$ cat src/sv/dntd_pkg.sv
// ----------------------------------------------------------------------------
// dntd_pkg: shared types and tables for the day number to date converter
// Step tables for the year search, month lengths, and the control and status
// structs that pass between the controller and the datapath.
// ----------------------------------------------------------------------------
package dntd_pkg;

    localparam int DAY_W   = 22;
    localparam int DOM_W   = 5;
    localparam int MON_W   = 4;
    localparam int YEAR_W  = 14;
    localparam int NSTEPS  = 14;
    localparam int STEP_W  = 4;
    localparam int MLEN_W  = 5;

    localparam logic [STEP_W-1:0] LAST_STEP   = STEP_W'(NSTEPS - 1);
    localparam logic [MON_W-1:0]  LAST_MONTH  = MON_W'(12);
    localparam logic [MON_W-1:0]  FEB         = MON_W'(2);
    localparam logic [MLEN_W-1:0] FEB_LEAP    = MLEN_W'(29);

    // taken-bit positions used by the leap test
    localparam int TK_C200 = 5;
    localparam int TK_C100 = 6;
    localparam int TK_F16  = 7;
    localparam int TK_F8   = 8;
    localparam int TK_F4   = 9;
    localparam int TK_F2   = 10;
    localparam int TK_F1   = 11;
    localparam int TK_Y2   = 12;
    localparam int TK_Y1   = 13;

    typedef struct packed {
        logic                load;
        logic                ystep;
        logic [STEP_W-1:0]   idx;
        logic                mstep;
        logic                out_load;
    } t_dp_cmd;

    typedef struct packed {
        logic month_done;
    } t_dp_sts;

    // day span of each binary year-search step
    function automatic logic [DAY_W-1:0] step_days(input logic [STEP_W-1:0] idx);
        logic [DAY_W-1:0] d;
        case (idx)
            4'd0:    d = DAY_W'(2337552);
            4'd1:    d = DAY_W'(1168776);
            4'd2:    d = DAY_W'(584388);
            4'd3:    d = DAY_W'(292194);
            4'd4:    d = DAY_W'(146097);
            4'd5:    d = DAY_W'(73048);
            4'd6:    d = DAY_W'(36524);
            4'd7:    d = DAY_W'(23376);
            4'd8:    d = DAY_W'(11688);
            4'd9:    d = DAY_W'(5844);
            4'd10:   d = DAY_W'(2922);
            4'd11:   d = DAY_W'(1461);
            4'd12:   d = DAY_W'(730);
            4'd13:   d = DAY_W'(365);
            default: d = '1;
        endcase
        return d;
    endfunction

    function automatic logic [YEAR_W-1:0] step_years(input logic [STEP_W-1:0] idx);
        logic [YEAR_W-1:0] y;
        case (idx)
            4'd0:    y = YEAR_W'(6400);
            4'd1:    y = YEAR_W'(3200);
            4'd2:    y = YEAR_W'(1600);
            4'd3:    y = YEAR_W'(800);
            4'd4:    y = YEAR_W'(400);
            4'd5:    y = YEAR_W'(200);
            4'd6:    y = YEAR_W'(100);
            4'd7:    y = YEAR_W'(64);
            4'd8:    y = YEAR_W'(32);
            4'd9:    y = YEAR_W'(16);
            4'd10:   y = YEAR_W'(8);
            4'd11:   y = YEAR_W'(4);
            4'd12:   y = YEAR_W'(2);
            4'd13:   y = YEAR_W'(1);
            default: y = '0;
        endcase
        return y;
    endfunction

    function automatic logic [MLEN_W-1:0] month_len(input logic [MON_W-1:0] m,
                                                    input logic leap);
        logic [MLEN_W-1:0] l;
        case (m)
            FEB:                       l = leap ? FEB_LEAP : MLEN_W'(28);
            4'd4, 4'd6, 4'd9, 4'd11:   l = MLEN_W'(30);
            default:                   l = MLEN_W'(31);
        endcase
        return l;
    endfunction

endpackage

$ cat src/sv/day_number_to_date.sv
// ----------------------------------------------------------------------------
// day_number_to_date: proleptic Gregorian day number to civil date
// Day 1 is 1 January of year 1; a day number of zero is flagged and gives
// 1/1/1.
//
//   channel   handshake                 payload
//   input     i_in_valid / o_in_ready   i_day_number
//   output    o_out_valid / i_out_ready o_day_of_month, o_month_number,
//                                       o_year_number, o_bad_input
//
// One beat takes a load step, a binary year search through the year compare-subtract
// unit, and a month walk that stops at month 12 at the latest.
// One item in flight; the next beat is taken once the result sits in the
// output register, which holds it while the output stalls.
// Reset is synchronous, active low, and clears control state only.
// ----------------------------------------------------------------------------
module day_number_to_date (
    input  logic                          i_clk,
    input  logic                          i_rst_n,
    input  logic                          i_in_valid,
    output logic                          o_in_ready,
    input  logic [dntd_pkg::DAY_W-1:0]    i_day_number,
    output logic                          o_out_valid,
    input  logic                          i_out_ready,
    output logic [dntd_pkg::DOM_W-1:0]    o_day_of_month,
    output logic [dntd_pkg::MON_W-1:0]    o_month_number,
    output logic [dntd_pkg::YEAR_W-1:0]   o_year_number,
    output logic                          o_bad_input
);
    import dntd_pkg::*;

    t_dp_cmd cmd;
    t_dp_sts sts;

    dntd_ctrl u_ctrl (
        .i_clk       (i_clk),
        .i_rst_n     (i_rst_n),
        .i_in_valid  (i_in_valid),
        .o_in_ready  (o_in_ready),
        .o_out_valid (o_out_valid),
        .i_out_ready (i_out_ready),
        .i_sts       (sts),
        .o_cmd       (cmd)
    );

    dntd_dp u_dp (
        .i_clk          (i_clk),
        .i_cmd          (cmd),
        .o_sts          (sts),
        .i_day_number   (i_day_number),
        .o_day_of_month (o_day_of_month),
        .o_month_number (o_month_number),
        .o_year_number  (o_year_number),
        .o_bad_input    (o_bad_input)
    );

    a_busy_after_accept: assert property (@(posedge i_clk) disable iff (!i_rst_n)
        (i_in_valid && o_in_ready) |=> !o_in_ready)
        else $error("input taken while a conversion is running");

    a_date_range: assert property (@(posedge i_clk) disable iff (!i_rst_n)
        o_out_valid |-> (o_month_number != '0) && (o_month_number <= LAST_MONTH)
                        && (o_day_of_month != '0) && (o_year_number != '0))
        else $error("result date out of range");

    a_bad_gives_first_day: assert property (@(posedge i_clk) disable iff (!i_rst_n)
        (o_out_valid && o_bad_input) |-> (o_year_number == YEAR_W'(1))
            && (o_month_number == MON_W'(1)) && (o_day_of_month == DOM_W'(1)))
        else $error("zero day number did not give 1/1/1");

endmodule

$ cat src/sv/dntd_ctrl.sv
// ----------------------------------------------------------------------------
// dntd_ctrl: conversion sequencer
// Walks the year search steps, then the month walk, and owns both handshakes.
// ----------------------------------------------------------------------------
module dntd_ctrl (
    input  logic              i_clk,
    input  logic              i_rst_n,
    input  logic              i_in_valid,
    output logic              o_in_ready,
    output logic              o_out_valid,
    input  logic              i_out_ready,
    input  dntd_pkg::t_dp_sts i_sts,
    output dntd_pkg::t_dp_cmd o_cmd
);
    import dntd_pkg::*;

    typedef enum logic [1:0] {
        S_IDLE,
        S_YEAR,
        S_MONTH,
        S_HOLD
    } t_state;

    t_state              r_state, n_state;
    logic [STEP_W-1:0]   r_step, n_step;
    logic                r_out_valid, n_out_valid;
    logic                out_free;

    assign out_free    = !r_out_valid || i_out_ready;
    assign o_in_ready  = (r_state == S_IDLE);
    assign o_out_valid = r_out_valid;

    always_comb begin
        n_state       = r_state;
        n_step        = r_step;
        o_cmd         = '0;
        o_cmd.idx     = r_step;
        n_out_valid   = r_out_valid && !i_out_ready;
        case (r_state)
            S_IDLE: begin
                if (i_in_valid) begin
                    o_cmd.load = 1'b1;
                    n_step     = '0;
                    n_state    = S_YEAR;
                end
            end
            S_YEAR: begin
                o_cmd.ystep = 1'b1;
                n_step      = r_step + STEP_W'(1);
                if (r_step == LAST_STEP) begin
                    n_state = S_MONTH;
                end
            end
            S_MONTH: begin
                if (!i_sts.month_done) begin
                    o_cmd.mstep = 1'b1;
                end else if (out_free) begin
                    o_cmd.out_load = 1'b1;
                    n_out_valid    = 1'b1;
                    n_state        = S_IDLE;
                end else begin
                    n_state = S_HOLD;
                end
            end
            S_HOLD: begin
                if (out_free) begin
                    o_cmd.out_load = 1'b1;
                    n_out_valid    = 1'b1;
                    n_state        = S_IDLE;
                end
            end
            default: n_state = S_IDLE;
        endcase
    end

    always_ff @(posedge i_clk) begin
        if (!i_rst_n) begin
            r_state     <= S_IDLE;
            r_step      <= '0;
            r_out_valid <= 1'b0;
        end else begin
            r_state     <= n_state;
            r_step      <= n_step;
            r_out_valid <= n_out_valid;
        end
    end

endmodule

$ cat src/sv/dntd_dp.sv
// ----------------------------------------------------------------------------
// dntd_dp: conversion datapath
// Compare-subtract logic on the remaining days for the year search and the month
// walk, a year accumulator, the month counter and the output register.
// ----------------------------------------------------------------------------
module dntd_dp (
    input  logic                          i_clk,
    input  dntd_pkg::t_dp_cmd             i_cmd,
    output dntd_pkg::t_dp_sts             o_sts,
    input  logic [dntd_pkg::DAY_W-1:0]    i_day_number,
    output logic [dntd_pkg::DOM_W-1:0]    o_day_of_month,
    output logic [dntd_pkg::MON_W-1:0]    o_month_number,
    output logic [dntd_pkg::YEAR_W-1:0]   o_year_number,
    output logic                          o_bad_input
);
    import dntd_pkg::*;

    logic [DAY_W-1:0]  r_rem;
    logic [YEAR_W-1:0] r_year;
    logic [MON_W-1:0]  r_month;
    logic [NSTEPS-1:0] r_taken;
    logic              r_bad;

    logic [DOM_W-1:0]  r_o_day;
    logic [MON_W-1:0]  r_o_month;
    logic [YEAR_W-1:0] r_o_year;
    logic              r_o_bad;

    logic [DAY_W:0]    ydiff;
    logic              ytake;
    logic              f_is_24;
    logic              leap;
    logic [MLEN_W-1:0] mlen;
    logic              in_zero;

    assign in_zero = (i_day_number == '0);
    assign ydiff   = {1'b0, r_rem} - {1'b0, step_days(i_cmd.idx)};
    assign ytake   = !ydiff[DAY_W];

    // year - 1 = 400q + 100c + 4f + y1; leap when y1 is 3 unless a century
    // year (f is 24) that is not a multiple of 400 (c is not 3)
    assign f_is_24 = r_taken[TK_F16] && r_taken[TK_F8] && !r_taken[TK_F4]
                     && !r_taken[TK_F2] && !r_taken[TK_F1];
    assign leap    = r_taken[TK_Y2] && r_taken[TK_Y1]
                     && (!f_is_24 || (r_taken[TK_C200] && r_taken[TK_C100]));
    assign mlen    = month_len(r_month, leap);

    assign o_sts.month_done = (r_rem < DAY_W'(mlen)) || (r_month >= LAST_MONTH);

    always_ff @(posedge i_clk) begin
        if (i_cmd.load) begin
            r_rem   <= in_zero ? '0 : i_day_number - DAY_W'(1);
            r_bad   <= in_zero;
            r_year  <= YEAR_W'(1);
            r_month <= MON_W'(1);
            r_taken <= '0;
        end else if (i_cmd.ystep) begin
            if (ytake) begin
                r_rem            <= ydiff[DAY_W-1:0];
                r_year           <= r_year + step_years(i_cmd.idx);
                r_taken[i_cmd.idx] <= 1'b1;
            end
        end else if (i_cmd.mstep) begin
            r_rem   <= r_rem - DAY_W'(mlen);
            r_month <= r_month + MON_W'(1);
        end
        if (i_cmd.out_load) begin
            r_o_day   <= r_rem[DOM_W-1:0] + DOM_W'(1);
            r_o_month <= r_month;
            r_o_year  <= r_year;
            r_o_bad   <= r_bad;
        end
    end

    assign o_day_of_month = r_o_day;
    assign o_month_number = r_o_month;
    assign o_year_number  = r_o_year;
    assign o_bad_input    = r_o_bad;

endmodule
$ cat config.mk
export PLATFORM = sky130hd
export DESIGN_NAME = day_number_to_date
export DESIGN_NICKNAME = d
export VERILOG_FILES = /design/src/sv/dntd_pkg.sv /design/src/sv/day_number_to_date.sv /design/src/sv/dntd_ctrl.sv /design/src/sv/dntd_dp.sv
export SDC_FILE = /design/constraint.sdc
export NUM_CORES = 1
export LEC_CHECK = 0
export BUFFER_PORTS_ARGS = -buffer_cell sky130_fd_sc_hd__buf_2
export CAP_MARGIN = 20
export CORE_MARGIN = 2
export CORE_UTILIZATION = 60
export CTS_CLUSTER_DIAMETER = 40
export DETAILED_ROUTE_END_ITERATION = 7
export PLACE_DENSITY_LB_ADDON = 0.1
export SYNTH_ARGS = -nofsm -noshare
export SYNTH_HDL_FRONTEND = slang
export SYNTH_SLANG_ARGS = --single-unit
$ cat constraint.sdc
create_clock -name i_clk -period 10.68 [get_ports i_clk]
set_input_delay 1.068 -clock i_clk [delete_from_list [all_inputs] [get_ports i_clk]]
set_output_delay 1.068 -clock i_clk [all_outputs]
set_load 0.02 [all_outputs]
==> results.yml, run 1 <==
status:
  outcome: "finished, final reports clean"
detailed_routing:
  detail_route.drc_violations: 0
  drt-pass1-iter-count: 5
  routed_wire_length_per_instance_um: 18.61
  detail_route.vias_per_cell: 6.193
  routed_wl_mm: 18.96
  detailedRoute.firstIterationViolations: 508
  dr_total_vias: 6311
  antenna_left: 0
final_layout:
  diodes: 0
  area_growth_syn_to_layout_pct: 13.18
  register_area_um2: 2793
  fin_nets: 942
  final_core_utilization: 0.6892
  multiInputGateArea_um2: 4177
  num-fill-cells: 944
  layout_cell_share_with_drive_strength_beyond_1: 0.1147
grt:
  grt.overflow.total: 0
  grt_pass1_wl_mm: 30.42
  antenna_found_initial: 0
  first_global_vias: 5982
  maximum_number_of_pins_on_one_net_before_global_route_repair: 25
  globalRouteTotalUtil: 0.3031
yosys:
  synth.avg_cell_area_um2: 8.944
  synth-async-reset-ratio: 0
  ys_dominant_reg_cell: "dfxtp_1"
  top_cells_by_area_in_the_synthesized_netlist: "edfxtp_1, dfxtp_1, ha_1, xnor2_1, nor2_1"
  synthesis.instances: 811
  yosys.cell_types.count: 62
  number_of_flops_mapped_to_enable_cells_by_yosys: 47
  yosysSeqAreaShare: 0.3850
  synth_seq_cells: 116
  ys.warnings.count: 0
  syn-cell-area_um2: 7253
  synth_largest_type_area_fraction: 0.1946
  syn_nets: 894
  synth_largest_area_cell: "edfxtp_1"
pwr:
  vdd_drop_max_mv: 0.1411
  clkPwrFrac: 0.285
  internal-power_mw: 1.212
  sw_frac_of_total: 0.3736
  pwr-share-seq: 0.333
  power_density_nw_per_um2: 235.7
  total_power_mw: 1.935
  power.switching_uw: 722.7
  comb_power_share: 0.382
  total_leakage_power_nw: 3.413
worst_setup_path:
  timing.critical_path.slowest_stage_cell: "o311a_1"
  max_stage_delay_ns: 0.91
  worst_setup_path_start_kind: "flip-flop"
  endpoint_kind: "flip-flop"
  crit_type: "flip-flop to flip-flop"
  crit_path_cell_trace: "ha_1 -> nor2_1 -> o21ai_0 -> o21ai_0 -> ha_1 -> fa_1 -> nand4b_1 -> nand4_1 -> o31ai_4 -> nand2_1 -> o311a_1"
  worst-endpoint-arrival_ns: 4.00
  worst-path-buf-inv: 0
  timing.critical_path.fanout_max: 22
  cp.required_ns: 10.71
  crit_family: "compound AO/OA/AOI/OAI gates"
sta:
  number_of_endpoints_with_negative_hold_slack_in_the_final_report: 0
  finalSetupTns_ns: 0
  max_slew_margin: 0.1911
  max_freq_mhz: 252.0
  final-setup-viol-count: 0
  slew_violations: 0
  finClkSkew_ns: 0.004534
  max_slew.worst_pin.slew_ns: 1.213
  grt_setup_unrepaired: "false"
  finalCritPeriodShare: 0.3715
  post-route-min-period_ns: 3.968
die:
  starting_density: 0.6089
  design.portCount: 52
  core_footprint_um2: 11910
  die_footprint_um2: 12980
  row_count: 40
  floorplan.die.height_um: 114.0
  fp.dieW_um: 114.0
place:
  globalplace.congestion: 0.9324
  place.port_buffers: 51
  place_hpwl_mm: 14.28
clock_tree:
  cts_tree: "done"
  cts_buffer_depth: 2
  ctsHoldBuffers: 0
  clock_pin_slew_on_the_worst_setup_and_hold_paths_ns: 0.05
  numClockSinks: 116
  cts_max_level: 4
  cts_inserted_buffers: 17
  clock_latency_ns: 0.41
  cts_resized: 0
  post-cts-setup-buffers: 0
  clk_root_buffer_cell: "clkbuf_16"
worst_hold_path:
  min_delay_worst_type: "flip-flop to flip-flop"
job:
  maxCapViolCount: 0
-- cell type report --
class | count | area share
tap | 147 | 0.02241
sequential | 116 | 0.3402
clock buffer | 22 | 0.05792
timing repair buffer | 56 | 0.03567
clock inverter | 10 | 0.01265
multi-input combinational | 619 | 0.5088
inverter | 49 | 0.02241
-- path summary, 6_finish.rpt --
path	cells after the start	startpoint	endpoint	slack (ns)
worst min-delay path	0	u_dp.r_bad	u_dp.o_bad_input	0.42
worst min register to register	0	u_dp.r_bad	u_dp.o_bad_input	0.42
worst max-delay path	11	u_dp.r_month[0]	u_dp.r_rem[1]	6.71
worst max register to register	11	u_dp.r_month[0]	u_dp.r_rem[1]	6.71
-- metal layers --
layer	global-route usage	vias to the layer above	part of all wire
met5	0	-	0
met4	0.1211	0	0.027
met3	0.07067	50	0.068
met2	0.4853	244	0.47
met1	0.3981	3005	0.44
li1	-	3012	-
-- worst register-to-register path: cells and delay by family, from the launching register on --
kind                       cells  cell delay, ns
AOI/OAI and AO/OA              4            1.39
adders and majority gates      3            0.88
and+or+nand+nor                4            0.86
DFF                            1            0.44
-- cell usage after synthesis (7+ instances only) --
cell,count
a21oi_1,56
nand2b_1,8
o221ai_1,7
mux2i_1,18
nor4_1,10
xnor2_1,42
ha_1,54
clkbuf_1,20
dfxtp_1,69
nor3_1,17
nand3_1,19
o22ai_1,10
nor2b_1,17
xor2_1,27
o31ai_1,7
edfxtp_1,47
a32o_1,10
inv_1,49
o21ai_0,41
nor2_1,82
and2_1,7
nand2_1,79
a21o_1,17
-- placed cells by master (no fill, tap or decap), types with 6 or more instances in the layout --
master | Yosys | final
nand3_1 | 19 | 19
a21boi_0 | 6 | 6
a21oi_1 | 56 | 56
o221ai_1 | 7 | 7
o31ai_1 | 7 | 7
mux2i_1 | 18 | 18
nor3_1 | 17 | 17
nand2_1 | 79 | 79
nand2b_1 | 8 | 8
dfxtp_1 | 69 | 69
o21ai_0 | 41 | 41
buf_2 | 5 | 51
nor2b_1 | 17 | 17
nor2_1 | 82 | 81
ha_1 | 54 | 54
or3_1 | 6 | 6
and2_1 | 7 | 7
a32o_1 | 10 | 10
xnor2_1 | 42 | 42
clkbuf_16 | 0 | 18
o2111ai_1 | 6 | 6
o22ai_1 | 10 | 10
a21o_1 | 17 | 17
edfxtp_1 | 47 | 47
nor4_1 | 10 | 10
xor2_1 | 27 | 27
nand4_1 | 6 | 6
inv_1 | 49 | 49
-- logic make-up after synthesis --
logic type                 count (synthesis)  synth area share
DFF                                      116            0.3850
AOI/OAI and AO/OA                        204            0.1851
and+or+nand+nor                          270            0.1785
muxes                                     19           0.02639
xor gates and xnor gates                  69           0.08332
adders and majority gates                 57            0.1014
buffers and inverters                     76           0.04019
-- stage by stage --
step / cells / setup WS (ns) / hold slack, ns / instance area (um^2)
final: 1019 / 6.712 / 0.4197 / 8209
after global routing: 1019 / 6.552 / 0.4246 / 8209
after CTS: 1019 / 6.797 / 0.4228 / 8209
after detailed placement: 987 / 6.840 / 0.4107 / 7630
after global placement: 987 / 7.041 / 0.4012 / 7630
after floorplan: 811 / 7.011 / 0.4003 / 7253
-- power by group through the flow --
stage | registers (mW) | logic [mW] | clock network, mW
after floorplan | 0.614 | 0.562 | 0
after global placement | 0.646 | 0.703 | 0
after detailed placement | 0.648 | 0.722 | 0
after CTS | 0.640 | 0.729 | 0.557
after global routing | 0.651 | 0.819 | 0.577
final | 0.644 | 0.738 | 0.552
No activity file was read; power rests on OpenSTA's default activity.
==> run 2, diff against run 1 <==
==> constraint.sdc (replaced) <==
create_clock -name i_clk -period 3.78 [get_ports i_clk]
set_input_delay 0.378 -clock i_clk [delete_from_list [all_inputs] [get_ports i_clk]]
set_output_delay 0.378 -clock i_clk [all_outputs]
set_load 0.02 [all_outputs]
==> run 2 against run 1 <==
Effect of this change: sequential share of layout area shrank 0.083 points; highest routed layer unchanged; total power grew to 2.8 times the previous value; via count down 0.21%; register-to-register slack lost 6.3 ns; global-route usage is 0.48 points lower; wire length is 0.62% lower; non-clock buffer count up 9; first-iteration DRC count is 0.59% lower; largest cell class unchanged; core utilization grew 0.17 points.
==> results.yml, run 2 (same netlist as run 1, synthesis figures left out) <==
detailed_routing:
  routed_wire_length_per_instance_um: 18.33
  detail_route.vias_per_cell: 6.126
  dr_total_vias: 6298
  routed_wl_mm: 18.85
  drt-pass1-iter-count: 5
  detailedRoute.firstIterationViolations: 505
  detail_route.drc_violations: 0
  antenna_left: 0
final_layout:
  layout_commonest_cell: "nor2_1"
  layout_cell_share_with_drive_strength_beyond_1: 0.1203
  diodes: 0
  area_growth_syn_to_layout_pct: 13.46
  multiInputGateArea_um2: 4178
  num-fill-cells: 907
  fin_nets: 951
  register_area_um2: 2793
  layout_common_cells: "nor2_1, nand2_1, dfxtp_1"
clock_tree:
  cts_buffer_depth: 2
  ctsHoldBuffers: 0
  numClockSinks: 116
  cts_max_level: 4
  cts_tree: "done"
  clock_pin_slew_on_the_worst_setup_and_hold_paths_ns: 0.05
  clock_latency_ns: 0.41
  clk_root_buffer_cell: "clkbuf_16"
  post-cts-setup-buffers: 0
  cts_inserted_buffers: 17
worst_setup_path:
  cp.required_ns: 3.83
  worst-endpoint-arrival_ns: 3.44
  timing.critical_path.fanout_max: 22
  timing.critical_path.slowest_stage_cell: "o311a_2"
  crit_path_cell_trace: "ha_1 -> nor2_1 -> o21ai_0 -> o21ai_0 -> ha_1 -> fa_1 -> nand4b_1 -> nand4_1 -> o31ai_4 -> nand2_1 -> o311a_2"
  worst-path-buf-inv: 0
  crit_family: "compound AO/OA/AOI/OAI gates"
  max_stage_delay_ns: 0.57
  worst_reg_to_reg_path_cell_count: 11
  crit_type: "flip-flop to flip-flop"
  cp.depth: 11
  endpoint_kind: "flip-flop"
  worst_setup_path_start_kind: "flip-flop"
grt:
  grt.busiest_layer: "met2"
  global_route.usage.met3: 0.06642
  use_met1: 0.4020
  maximum_number_of_pins_on_one_net_before_global_route_repair: 25
  grt_pass1_wl_mm: 30.06
  grt.overflow.total: 0
  globalRouteTotalUtil: 0.2983
  first_global_vias: 5931
  antenna_found_initial: 0
  globalRouteMet2Util: 0.4687
sta:
  grt_setup_unrepaired: "false"
  slew_violations: 0
  finalWorstSetupSlack_ns: 0.3921
  max_slew_margin: 0.5525
  finalCritPeriodShare: 0.8963
  final-setup-viol-count: 0
  finClkSkew_ns: 0.005391
  post-route-min-period_ns: 3.388
  max_slew.worst_pin.slew_ns: 0.6712
  number_of_endpoints_with_negative_hold_slack_in_the_final_report: 0
  max_freq_mhz: 295.2
  finalSetupTns_ns: 0
die:
  core_footprint_um2: 11910
  fp.dieW_um: 114.0
  row_count: 40
  starting_density: 0.6089
  design.portCount: 52
  die_footprint_um2: 12980
  floorplan.die.height_um: 114.0
job:
  maxCapViolCount: 0
worst_hold_path:
  min_delay_worst_type: "input port to flip-flop"
  min_delay_path_depth: 2
place:
  place_hpwl_mm: 14.20
  worst_setup_slack_before_clock_tree_synthesis_ns: 0.1124
  globalplace.congestion: 0.9107
  place.port_buffers: 51
pwr:
  power_density_nw_per_um2: 648.6
  total_leakage_power_nw: 3.437
  vdd_drop_max_mv: 0.4598
status:
  outcome: "finished, final reports clean"
## run 2: where the power goes
group	internal (mW)	switching (mW)	leakage, nW
Clock	0.908	0.534	0.263
Combinational	0.855	1.24	2.17
Sequential	1.57	0.232	1.01
## run 2: layout make-up
| class | instances | area share |
|---|---|---|
| Multi-Input combinational cell | 619 | 0.5077 |
| Sequential cell | 116 | 0.3394 |
| Clock buffer | 27 | 0.06143 |
| Timing Repair Buffer | 65 | 0.04379 |
| Inverter | 49 | 0.02235 |
| Tap cell | 147 | 0.02235 |
| Clock inverter | 5 | 0.003041 |
## run 2: timing repair
item | in CTS | in global routing
endpoints found under the setup margin | 0 | 22
resized for setup | 0 | 1
hold endpoints to repair | 0 | 0
## run 2: metrics by stage
| stage | hold WS (ns) | cells | utilization | area (um^2) | power, mW |
|---|---|---|---|---|---|
| after floorplan | 0.4003 | 811 | - | 7253 | 3.321 |
| after global placement | 0.4039 | 996 | 0.6462 | 7697 | 3.807 |
| after detailed placement | 0.4198 | 996 | 0.6462 | 7697 | 3.863 |
| after CTS | 0.3018 | 1028 | 0.6908 | 8228 | 5.309 |
| after global routing | 0.3370 | 1028 | 0.6909 | 8229 | 5.645 |
| final | 0.3216 | 1028 | 0.6909 | 8229 | 5.337 |
## run 2: per-layer routing
layer	vias up	routed length [um]
li1	3034	-
met3	42	1108
met4	0	547
met5	-	0
met2	242	8693
met1	2980	8497
## run 2: final timing paths
check / from / end / slack, ns
setup / recovery: u_dp.r_month[0] / u_dp.r_rem[18] / 0.39
hold / removal: i_rst_n / flip-flop / 0.32
setup reg to reg: u_dp.r_month[0] / u_dp.r_rem[18] / 0.39
hold reg to reg: u_dp.r_bad / u_dp.o_bad_input / 0.43
